--- config.mk ---
export PLATFORM = sky130hd
export DESIGN_NAME = msx_datamem
export DESIGN_NICKNAME = d
export VERILOG_FILES = /design/src/rtl/core/msx_pkg.sv /design/src/rtl/core/msx_datamem.sv
export SDC_FILE = /design/constraint.sdc
export NUM_CORES = 2
export LEC_CHECK = 0
export BUFFER_PORTS_ARGS = -buffer_cell sky130_fd_sc_hd__buf_2
export CAP_MARGIN = 20
export CORE_AREA = 3 3 685 483
export DETAILED_ROUTE_END_ITERATION = 7
export DIE_AREA = 0 0 688 486
export PLACE_DENSITY = 0.65
export SETUP_SLACK_MARGIN = 0.1
export SLEW_MARGIN = 20
export SYNTH_ARGS = -nofsm -noshare
export SYNTH_HDL_FRONTEND = slang
export SYNTH_SLANG_ARGS = --single-unit
--- constraint.sdc ---
create_clock -name clock -period 14.8 [get_ports clock]
set_input_delay 0.74 -clock clock [delete_from_list [all_inputs] [get_ports clock]]
set_output_delay 0.74 -clock clock [all_outputs]
set_load 0.005 [all_outputs]
--- src/rtl/core/msx_pkg.sv ---
// Package for the MIPS subset execute unit: operation codes, widths and the
// shared request structs. Depends on nothing.
package msx_pkg;

   localparam int PC_BITS    = 10;
   localparam int MEM_BYTES  = 512;
   localparam int MEM_ABITS  = $clog2(MEM_BYTES);
   localparam int REG_COUNT  = 32;
   localparam int REG_ABITS  = 5;
   localparam int WORD_BITS  = 32;

   typedef enum logic [4:0] {
      MODE_NOP  = 5'd0,  MODE_LW   = 5'd1,  MODE_LI   = 5'd2,  MODE_LA   = 5'd3,
      MODE_SW   = 5'd4,  MODE_MOVE = 5'd5,  MODE_MFHI = 5'd6,  MODE_MFLO = 5'd7,
      MODE_ADD  = 5'd8,  MODE_ADDU = 5'd9,  MODE_SUB  = 5'd10, MODE_SUBU = 5'd11,
      MODE_MULT = 5'd12, MODE_DIV  = 5'd13, MODE_AND  = 5'd14, MODE_NOR  = 5'd15,
      MODE_NOT  = 5'd16, MODE_OR   = 5'd17, MODE_XOR  = 5'd18, MODE_J    = 5'd19,
      MODE_BEQ  = 5'd20, MODE_BNE  = 5'd21, MODE_BLT  = 5'd22, MODE_BLE  = 5'd23,
      MODE_BGT  = 5'd24, MODE_BGE  = 5'd25
   } mode_type;

   // Register file write request.
   typedef struct packed {
      logic                 we;
      logic [REG_ABITS-1:0] addr;
      logic [WORD_BITS-1:0] data;
   } rf_write_type;

   // Data memory byte access request.
   typedef struct packed {
      logic                 re;
      logic                 we;
      logic [MEM_ABITS-1:0] addr;
      logic [7:0]           data;
   } dm_access_type;

endpackage

--- src/rtl/core/msx_datamem.sv ---
// Byte-wide data memory with registered read and a clearing pass after reset.
// Depends on msx_pkg. busy stays high after reset until every byte is cleared.
module msx_datamem (
   input  logic                    clock,
   input  logic                    reset,
   input  msx_pkg::dm_access_type  acc,
   output logic [7:0]              rd_data,
   output logic                    busy
);
   logic [7:0]                  byte_mem [msx_pkg::MEM_BYTES];
   logic [msx_pkg::MEM_ABITS:0] clr_ff;
   logic [msx_pkg::MEM_ABITS:0] clr_in;
   logic                        clearing;

   assign clearing = !clr_ff[msx_pkg::MEM_ABITS];
   assign busy     = clearing;
   assign clr_in   = clr_ff + 1'b1;

   // Clearing counter runs once through every byte after reset.
   always_ff @(posedge clock) begin
      if (reset) begin
         clr_ff <= '0;
      end else if (clearing) begin
         clr_ff <= clr_in;
      end
   end

   // Memory array: the clearing pass owns the write port while it runs.
   always_ff @(posedge clock) begin
      if (clearing) begin
         byte_mem[clr_ff[msx_pkg::MEM_ABITS-1:0]] <= 8'd0;
      end else if (acc.we) begin
         byte_mem[acc.addr] <= acc.data;
      end
      if (acc.re) begin
         rd_data <= byte_mem[acc.addr];
      end
   end
endmodule

==> metrics.md <==
| Metric | Value |
|---|---|
| Status | `finished, final reports clean` |
| TritonCTS clock tree | `yes` |
| DRT iter0 DRCs | `13400` |
| Core area | `0.324 mm²` |
| Root Driver | `clkbuf_16` |
| Data arrival, critical path | `between 6 and 7 ns` |
| Max Buffers Root-to-Sink | `4` |
| Residual DRC | `0` |
| Async set-reset flop share out of synthesis | `0` |
| Vias in the first global route | `81400` |
| Cells after Synth | `8217` |
| Worst min-delay path class | `input port to register` |
| Largest net degree at the start of global routing | `173` |
| WL/cell | `about 34 µm` |
| Multi-input logic area | `0.0351 mm²` |
| Final ANT Viol Nets | `0` |
| Starting Density | `0.500` |
| Number of flops mapped to enable cells by yosys | `4104` |
| Pleak | `0.0623 µW` |
| # hold bufs at CTS | `0` |
| Sequential area share after synthesis | `0.761` |
| Non-Filler Instances | `12900` |
| Synthesized area | `0.162 mm²` |
| Synth Register Bits | `4114` |
| Gr ovfl total | `0` |
| Critical-path cell list | `buf_8 > buf_4 > buf_4 > buf_4 > buf_12 > mux4_2 > mux4_2 > nand2_1 > nand3_1 > o41a_1 > o2111a_1` |
| Post-CTS Resized | `0` |
| Final-stage net count | `8281` |
| Share of layout cells above drive strength 1 | `0.165` |
| FILL cells | `24400` |
| WP data required | `15.47 ns` |
| Post-CTS setup buffers | `0` |
| Final Setup Violations | `0` |
| Width of the chip | `688 µm` |
| DP Cell Count | `12200` |
| Placer Congestion | `0.872` |
| Yosys Warn Count | `0` |
| Crit-path max cell delay | `around 0.74 ns` |
| Most Frequent Cell on Critical Path | `buf_4` |
| Rel. slew slack | `0.140` |
| Crit start category | `input port` |
| Drt pass-1 iters | `6` |
| Vias | `85100` |
| Routed Wire Length | `440000 µm` |
| Fin. Hold Viols | `0` |
| Area Growth Syn to Fin | `9.47%` |
| Worst Max-Slew Pin Slew | `roughly 1.3 ns` |
| Worst Skew | `0.0652 ns` |
| Worst-path clk slew | `around 0.070 ns` |
| Tot GR Track Use | `0.260` |
| First-pass GRT wire length | `622000 µm` |
| CTS Buf Count | `370` |
| Port Buffer Count | `29` |
| Crit path capture type | `register` |
| Post-synth net total | `8239` |
| Critical Path Fanout Max | `97` |
| Syn avg cell area | `19.7 µm²` |
| H-tree levels | `5` |
| Minimum clock period | `5.62 ns` |
| Fin util | `0.547` |
| Max Cap Viol | `0` |
| Max rail drop VDD | `0.000102 V` |
| Placed wire-length estimate | `around 270000 µm` |
| Period utilization | `0.380` |
| Crit path kind | `input port to register` |
| TNS Setup | `0 ns` |
| Slowest CP cell | `buf_4` |
| Rows | `175` |
| Max Freq | `178 MHz` |
| Worst-Skew Late Latency | `0.94 ns` |
| Initial antenna violation count | `39` |
| Hold_ws | `0.159 ns` |
| Final Max Tran Viols | `0` |
| Sink Count | `slightly above 4000` |
| Main synth FF type | `edfxtp_1` |
| RSZ-0062 raised after global routing | `no` |
| Die area | `0.334 mm²` |
| PD cells | `130 mW/mm²` |
| Register area | `0.123 mm²` |
| Vias/cell | `6.59` |
| # IOs | `30` |
| Die Span Y | `slightly below 500 µm` |
| Unique masters post-synth | `a little over 90` |
## placed cells by master, fill, tap and decap left out, types with 16 or more instances in the layout
cell and count:
clkbuf_16 377, o21ai_0 106, nor2_1 616, a31oi_1 40, nand4_1 24, buf_2 24
mux4_2 616, buf_12 21, nor4_1 20, nand2_4 16, a22oi_1 30, bufinv_16 37
o22ai_1 217, clkbuf_1 72, a21oi_1 180, o221ai_1 297, clkinv_2 59, clkinv_1 84
a211oi_1 18, nor3_1 55, nand3_1 62, nand2_1 153, and2_1 24, diode_2 30
mux4_1 28, buf_4 150, mux2_2 19, mux2i_1 803, edfxtp_1 4104
## critical path, delay by kind of cell
| family | cells | cell delay [ns] |
|---|---|---|
| compound gates | 2 | 0.76 |
| simple gates | 2 | 0.64 |
| mux | 2 | 0.99 |
| buf+inv | 5 | 2.62 |
## state kept, by name (all words and copies together) (netlist names)
signal,cells
byte_mem,4096
rd_data,8
clr_ff,10
## path summary, 6_finish.rpt
path | from | to | slack, ns | cells past startpoint
setup / recovery | acc[9] | rd_data[7] | 9.18 | 11
setup reg to reg | clr_ff[9] | byte_mem[474][0] | 10.20 | 5
hold reg to reg | clr_ff[8] | clr_ff[8] | 0.57 | 2
hold / removal | reset | clr_ff[1] | 0.16 | 2
## synthesized netlist by cell type (all sizes together) (9+ instances only)
cell	count	area, µm²
mux4	644	14600
nand2	170	641
or3	9	57.6
a22oi	30	225
and3	21	133
dfxtp	10	200
nand4	24	150
clkbuf	256	1210
a32oi	14	123
mux2i	803	8040
and2	26	163
nand3	62	310
nor3	62	320
o221ai	304	2710
edfxtp	4104	123000
mux2	19	214
a31oi	40	250
nor4	23	150
a21oi	181	910
buf	275	2730
o22ai	217	1360
o21ai	119	596
nand2b	12	75.1
a211oi	20	155
a221oi	13	114
nor2	618	2320
## cell families (layout without fill, tap and decap cells)
kind of cell / after synthesis / count (layout) / share of synthesized area
other cells: 0 / 30 / 0
fa+ha+maj: 1 / 1 / 0.0000771
compound gates: 1021 / 1021 / 0.0442
buf+inv: 537 / 866 / 0.0245
flops: 4114 / 4114 / 0.761
mux: 1466 / 1466 / 0.141
simple gates: 1072 / 1072 / 0.0288
xor+xnor: 6 / 6 / 0.000324
## final cells by class
class	instances	share of cell area
clock buffers	451	0.0548
clock inverters	208	0.0113
multi-input cells	3566	0.197
repair buffers	201	0.00985
well taps	4336	0.0306
inverters	6	0.000289
diodes	30	0.000423
flip-flops and latches	4114	0.695
## stage by stage
| stage | instance area (µm²) | setup slack [ns] | total power (µW) |
|---|---|---|---|
| finish | 178000 | 9.18 | 23100 |
| global route | 177000 | 9.07 | 23700 |
| CTS | 177000 | 9.43 | 23200 |
| floorplan | 162000 | 5.74 | 13500 |
| detailed placement | 166000 | 8.45 | 13800 |
| global placement | 166000 | 8.12 | 13800 |
## routing by layer
layer	vias to the layer above	track usage	wire, µm
li1	34200	-	-
met1	44700	0.400	180000
met2	5408	0.360	186000
met3	763	0.0844	61300
met4	20	0.0665	12200
met5	-	0	128
## where the power goes
group	switching [µW]	total (µW)	internal, µW
Combinational	628	930	302
Sequential	10.3	12600	12600
Clock	4200	9530	5320
Total	4840	23100	18200
No activity file was read; power rests on OpenSTA's default activity.
