### src/rtl/core/msx_pkg.sv
// Package for the MIPS subset execute unit: operation codes, widths and the
// shared request structs. Depends on nothing.
package msx_pkg;

   localparam int PC_BITS    = 10;
   localparam int MEM_BYTES  = 512;
   localparam int MEM_ABITS  = $clog2(MEM_BYTES);
   localparam int REG_COUNT  = 32;
   localparam int REG_ABITS  = 5;
   localparam int WORD_BITS  = 32;

   typedef enum logic [4:0] {
      MODE_NOP  = 5'd0,  MODE_LW   = 5'd1,  MODE_LI   = 5'd2,  MODE_LA   = 5'd3,
      MODE_SW   = 5'd4,  MODE_MOVE = 5'd5,  MODE_MFHI = 5'd6,  MODE_MFLO = 5'd7,
      MODE_ADD  = 5'd8,  MODE_ADDU = 5'd9,  MODE_SUB  = 5'd10, MODE_SUBU = 5'd11,
      MODE_MULT = 5'd12, MODE_DIV  = 5'd13, MODE_AND  = 5'd14, MODE_NOR  = 5'd15,
      MODE_NOT  = 5'd16, MODE_OR   = 5'd17, MODE_XOR  = 5'd18, MODE_J    = 5'd19,
      MODE_BEQ  = 5'd20, MODE_BNE  = 5'd21, MODE_BLT  = 5'd22, MODE_BLE  = 5'd23,
      MODE_BGT  = 5'd24, MODE_BGE  = 5'd25
   } mode_type;

   // Register file write request.
   typedef struct packed {
      logic                 we;
      logic [REG_ABITS-1:0] addr;
      logic [WORD_BITS-1:0] data;
   } rf_write_type;

   // Data memory byte access request.
   typedef struct packed {
      logic                 re;
      logic                 we;
      logic [MEM_ABITS-1:0] addr;
      logic [7:0]           data;
   } dm_access_type;

endpackage

### src/rtl/core/msx_divider.sv
// Iterative unsigned restoring divider, one quotient bit per cycle.
// Depends on msx_pkg for the word width.
module msx_divider (
   input  logic                          clock,
   input  logic                          reset,
   input  logic                          start,
   input  logic [msx_pkg::WORD_BITS-1:0] dividend,
   input  logic [msx_pkg::WORD_BITS-1:0] divisor,
   output logic                          done,
   output logic [msx_pkg::WORD_BITS-1:0] quotient,
   output logic [msx_pkg::WORD_BITS-1:0] remainder
);
   localparam int W = msx_pkg::WORD_BITS;
   localparam int CBITS = $clog2(W + 1);

   logic [W-1:0]     rem_ff, quo_ff, dvs_ff;
   logic [CBITS-1:0] cnt_ff;
   logic             busy_ff;
   logic             done_ff;
   logic [W:0]       trial;

   assign trial = {rem_ff, quo_ff[W-1]} - {1'b0, dvs_ff};

   // One shift and trial subtraction per cycle.
   always_ff @(posedge clock) begin
      if (reset) begin
         busy_ff <= 1'b0;
         done_ff <= 1'b0;
         cnt_ff  <= '0;
      end else begin
         done_ff <= 1'b0;
         if (start) begin
            busy_ff <= 1'b1;
            cnt_ff  <= '0;
            rem_ff  <= '0;
            quo_ff  <= dividend;
            dvs_ff  <= divisor;
         end else if (busy_ff) begin
            if (!trial[W]) begin
               rem_ff <= trial[W-1:0];
               quo_ff <= {quo_ff[W-2:0], 1'b1};
            end else begin
               rem_ff <= {rem_ff[W-2:0], quo_ff[W-1]};
               quo_ff <= {quo_ff[W-2:0], 1'b0};
            end
            cnt_ff <= cnt_ff + 1'b1;
            if (cnt_ff == CBITS'(W - 1)) begin
               busy_ff <= 1'b0;
               done_ff <= 1'b1;
            end
         end
      end
   end

   assign done      = done_ff;
   assign quotient  = quo_ff;
   assign remainder = rem_ff;
endmodule

### config.mk
export PLATFORM = sky130hd
export DESIGN_NAME = msx_divider
export DESIGN_NICKNAME = d
export VERILOG_FILES = /design/src/rtl/core/msx_pkg.sv /design/src/rtl/core/msx_divider.sv
export SDC_FILE = /design/constraint.sdc
export NUM_CORES = 1
export LEC_CHECK = 0
export ABC_CLOCK_PERIOD_IN_PS = 9800
export BUFFER_PORTS_ARGS = -buffer_cell sky130_fd_sc_hd__buf_4
export CORE_MARGIN = 1
export CORE_UTILIZATION = 40
export CTS_BUF_LIST = sky130_fd_sc_hd__clkbuf_8
export DETAILED_ROUTE_END_ITERATION = 16
export SLEW_MARGIN = 20
export SYNTH_ARGS = -nofsm -noshare
export SYNTH_HDL_FRONTEND = slang
export SYNTH_SLANG_ARGS = --single-unit
### constraint.sdc
create_clock -name clock -period 9.8 [get_ports clock]
set_clock_uncertainty 0.05 [all_clocks]
set_input_delay 0 -clock clock [delete_from_list [all_inputs] [get_ports clock]]
set_output_delay 0 -clock clock [all_outputs]
set_load 0.1 [all_outputs]
==> results.cfg, run 1 <==
[status]
status = complete, no violations

[finish]
drive_gt1_frac = 0.267
syn_to_final_growth_pct = 33.9
finish.instance_area_um2 = 7910
diodes = 0
post-route-util = 0.547
fillCellCount = 1269
multi_input_area_um2 = 2650
seqCellArea_um2 = 3040
final_nets = 814

[pwr]
leakagePower_nw = 3.39
pwr-share-comb = 0.384
powerDensity_nw_per_um2 = 172
p_int_mw = 0.836
irDropWorstVdd_mv = 0.111
total_power_mw = 1.36
switching_share = 0.386
p_clk_frac = 0.210
p_sw_mw = 0.526
p_seq_frac = 0.405

[critical_path]
crit_fanout = 39
startpoint_type = flop
crit_arrival_ns = 3.79
crit_required_ns = 9.97
rrSetupSlack_ns = 6.18
crit_type = flop to flop
crit_path_end_kind = flop

[clock_network]
post_cts_buffers = 0
clock-sinks = 104
cts_buffers = 9
clock_latency_ns = 0.39
cts_tree = done
hold_buffers = 65
cts.path.max_buffers = 2
h-tree-depth = 3
cts.reportedPaths.clkPinSlew_ns = 0.11
cts_resized = 0
cts_root_buffer = clkbuf_8

[floorplan]
die_x_um = 124
num_rows = 44
die-area_um2 = 15300
floorplan.die.height_um = 124
coreArea_um2 = 14500
initial_core_util = 0.408
ios = 132

[sta]
layout_setup_ws_ns = 6.18
fmax_mhz = 277
rsz0062_at_grt = no
hold_violations = 0
worstMarginPinSlew_ns = 1.01
maxSlewHeadroom = 0.326
period_needed_ns = 3.62
setup_viol = 0
fin_crit_sh = 0.369
finalMaxSlewViolations = 0
setup_tns_ns = 0

[synth]
synth_edf_count = 96
yosysUniqueCellTypes = 57
yosys_warnings = 0
synth_async_sr_flop_share = 0
netlist_area_um2 = 5910
synth_seq_cells = 104
seq_area_frac_synth = 0.515
synthCells = 523
syn_nets = 624
ys_dominant_reg_cell = edfxtp_1
avgSynthCellArea_um2 = 11.3

[global_route]
antenna_found_initial = 0
grt_max_degree = 69
overflow = 0
grt_usage = 0.188
grt_pass1_vias = 4623
grt_pass1_wl_um = 22000

[routing]
vias = 4565
post-route-drc-count = 0
routed_wl_um = 13700
drtIter0Drc = 155
wl_per_cell_um = 15.2
vias_per_cell = 5.06
dr.pass1.iters = 4
ant_nets = 0

[placement]
post-dp-hpwl_um = 9540
io_buffer_count = 131
dp_slack_ns = 6.20
gp_congestion = 0.838
placed_cell_area_um2 = 7060

[min_path]
hp-class = input port to flop

[job]
drv_cap = 0
==> worst max-delay path, stage by stage (launching register included) <==
cell	delay, ns
edfxtp_1	0.39
inv_1	0.05
ha_1	0.22
fa_1	0.41
nor2b_1	0.17
o31ai_1	0.13
a21oi_2	0.21
o22ai_2	0.13
a211oi_2	0.24
o21ai_1	0.10
a211o_2	0.70
or3_1	0.49
a21oi_1	0.13
==> final cells by class <==
| class | count | share of cell area |
|---|---|---|
| Sequential cell | 104 | 0.385 |
| Multi-Input combinational cell | 362 | 0.335 |
| Timing Repair Buffer | 197 | 0.207 |
| Tap cell | 184 | 0.0291 |
| Inverter | 39 | 0.0185 |
| Clock buffer | 9 | 0.0157 |
| Clock inverter | 7 | 0.00980 |
==> path summary, 6_finish.rpt <==
kind | to | startpoint | depth (start not counted)
setup / recovery | remainder[18] | quotient[31] | 12
hold / removal | remainder[3] | start | 2
setup reg to reg | remainder[18] | quotient[31] | 12
hold reg to reg | done | cnt_ff[5] | 1
==> through the flow <==
stage,instances,hold WS [ns]
5_1_grt,902,0.215
3_3_place_gp,821,0.128
2_1_floorplan,523,0.0489
4_1_cts,902,0.195
6_report,902,0.212
3_5_place_dp,821,0.129
==> flip-flops by register name (all words and copies together) (netlist names) <==
| signal | flops |
|---|---|
| dvs_ff | 32 |
| quotient | 32 |
| remainder | 32 |
| cnt_ff | 6 |
| busy_ff | 1 |
| done | 1 |
==> logic make-up (layout without fill, tap and decap cells) <==
group,count (synthesis),in the layout,share of synthesized area
simple gates,132,132,0.104
compound gates,107,107,0.118
flops,104,104,0.515
mux,59,59,0.106
buf+inv,57,252,0.0396
fa+ha+maj,34,34,0.0732
xor+xnor,30,30,0.0444
==> power groups by stage <==
| stage | Combinational, mW | Clock, mW | Sequential, mW |
|---|---|---|---|
| floorplan | 0.240 | 0 | 0.720 |
| global placement | 0.499 | 0 | 0.561 |
| detailed placement | 0.503 | 0 | 0.562 |
| CTS | 0.525 | 0.297 | 0.553 |
| global route | 0.565 | 0.312 | 0.557 |
| finish | 0.523 | 0.286 | 0.552 |
==> layout by cell type (no fill, tap or decap), types with 4 or more instances in the layout <==
cell           count
nor2b_1            8
nor2_1            50
buf_4            132
inv_1             39
or2_2              4
o21ai_1            4
xor2_1            14
edfxtp_1          96
nand2_1           32
xnor2_1           16
nand4_1            7
mux2_2            31
o21ai_0           16
ha_1              33
clkbuf_8           9
dlygate4sd3_1     65
dfxtp_1            8
o21a_1             6
a21o_1            11
nand3_1            5
and3_1             5
a21oi_1           35
mux2i_1           28
nor3_1             6
==> synthesized netlist by cell type (4+ instances only) <==
cell | number | area, µm²
xor2_1 | 14 | 123
o21ai_0 | 16 | 80.1
o21ai_1 | 4 | 20.0
and3_1 | 5 | 31.3
nor3_1 | 6 | 30.0
edfxtp_1 | 96 | 2880
ha_1 | 33 | 413
o21a_1 | 6 | 45.0
or2_2 | 4 | 25.0
inv_1 | 39 | 146
mux2_2 | 31 | 349
nor2b_1 | 9 | 56.3
nand2_1 | 32 | 120
mux2i_1 | 28 | 280
nand4_1 | 7 | 43.8
clkbuf_1 | 11 | 41.3
a21o_1 | 11 | 82.6
xnor2_1 | 16 | 140
a21oi_1 | 35 | 175
dfxtp_1 | 8 | 160
nor2_1 | 51 | 191
nand3_1 | 5 | 25.0
==> per-layer routing <==
layer,track usage,part of all wire
met1,0.233,0.45
met4,0.0459,0.011
met3,0.0627,0.062
met5,0,0
met2,0.314,0.48
(Power assumes the default switching activity.)
==> run 2: changes to the inputs <==
- ABC_CLOCK_PERIOD_IN_PS: 9800 -> 2900
- clock period: 9.8 -> 2.9 ns (I/O delays scaled with it)
==> run 2 against run 1 <==
  * First-iteration DRC count rose by 51%
  * The flow now finishes with violations (negative setup slack)
  * Maximum frequency increased by 23%
  * Largest power group is now combinational cells
  * Total power rose to 3.6 times the previous value
==> results.cfg, run 2 (synthesis results as in run 1) <==
[routing]
ant_nets = 0
vias = 4917
vias_per_cell = 5.05
post-route-drc-count = 0
drtIter0Drc = 234
wl_per_cell_um = 15.4
routed_wl_um = 15000
dr.pass1.iters = 5

[floorplan]
num_rows = 44
coreArea_um2 = 14500
die-area_um2 = 15300
ios = 132
die_x_um = 124
floorplan.die.height_um = 124
initial_core_util = 0.408

[sta]
finalMaxSlewViolations = 0
hold_violations = 0
rsz0062_at_grt = yes
fin_crit_sh = 1.02
setup_tns_ns = -0.566
setup_viol = 20
timing.hold.ws_ns = 0.219
period_needed_ns = 2.95
fmax_mhz = 339
worstMarginPinSlew_ns = 0.803
maxSlewHeadroom = 0.465
layout_setup_ws_ns = -0.0457

[clock_network]
cts_buffers = 9
h-tree-depth = 3
cts.path.max_buffers = 2
clock-sinks = 104
cts_root_buffer = clkbuf_8
clock_latency_ns = 0.39
cts.reportedPaths.clkPinSlew_ns = 0.10
cts_tree = done

[pwr]
pwr-share-comb = 0.422
switching_share = 0.378
p_clk_frac = 0.198
p_seq_frac = 0.380
p_int_mw = 3.04
leakagePower_nw = 3.76
irDropWorstVdd_mv = 0.346
powerDensity_nw_per_um2 = 566
p_sw_mw = 1.85
total_power_mw = 4.89

[placement]
dp.cells = 884
placed_cell_area_um2 = 7550
io_buffer_count = 131
dp_slack_ns = -0.173
gp_congestion = 0.879
post-dp-hpwl_um = 10300

[global_route]
antenna_found_initial = 0
grt_usage = 0.199
overflow = 0
grt_pass1_vias = 4784
grt_max_degree = 69
grt_pass1_wl_um = 23200

[finish]
fillCellCount = 1244
finish.instance_area_um2 = 8640
instances_no_fill = 974
layout_commonest_cell = buf_4
diodes = 0
drive_gt1_frac = 0.361
final_nets = 886
post-route-util = 0.597
final_cell_mix = buf_4, edfxtp_1, dlygate4sd3_1, nor2_1, inv_1
syn_to_final_growth_pct = 46.2

[critical_path]
path_buf_inv = 2
crit_type = flop to flop
startpoint_type = flop
slowest_delay_ns = 0.41
crit_path_end_kind = flop
crit_arrival_ns = 3.01
crit_fanout = 18
crit_required_ns = 2.97
cp_cell_sequence = inv_1 > ha_2 > fa_2 > nor2b_4 > o31ai_4 > a21oi_2 > o22ai_2 > a211oi_2 > o21ai_2 > a211o_4 > buf_12 > mux2i_1 > nor2_1
critPathTopFamily = compound AO/OA/AOI/OAI gates
crit_slowest_cell = a211o_4

[min_path]
hp-class = input port to flop

[job]
drv_cap = 0

[status]
violations = negative setup slack
status = finished with violations
-- run 2: timing repair --
item,4_1_cts,5_1_grt
cloned,0,0
hold buffers,65,0
gates resized for setup,12,17
buffers inserted,4,5
endpoints found under the setup margin,33,33
pin swaps,2,9
hold endpoints to repair,71,0
-- run 2: area by class of cell --
cell class	instances	area, µm²	share of cell area
clock buffers	10	138	0.0159
clock inverters	6	65.1	0.00753
repair buffers	269	2210	0.256
flip-flops and latches	104	3040	0.352
inverters	39	146	0.0169
well taps	184	230	0.0266
multi-input cells	362	2810	0.325
-- run 2: power groups by stage --
stage / logic, mW / clock network [mW] / registers, mW
finish: 2.06 / 0.966 / 1.86
global route: 2.21 / 1.04 / 1.87
CTS: 2.02 / 1.00 / 1.86
detailed placement: 1.91 / 0 / 1.89
global placement: 1.89 / 0 / 1.89
floorplan: 0.815 / 0 / 2.43
-- run 2: final timing paths --
check / start / slack, ns / endpoint / cells after the start
max reg2reg: quotient[31] / -0.05 / remainder[16] / 13
min: start / 0.22 / remainder[4] / 2
max: quotient[31] / -0.05 / remainder[16] / 13
min reg2reg: cnt_ff[5] / 0.44 / done / 1
-- run 2: layer usage --
metal | up-vias | global-route usage | routed length [µm]
met5 | - | 0 | 0
met3 | 12 | 0.0490 | 815
met1 | 2327 | 0.257 | 6840
met2 | 145 | 0.332 | 7130
met4 | 0 | 0.0542 | 179
li1 | 2433 | - | -
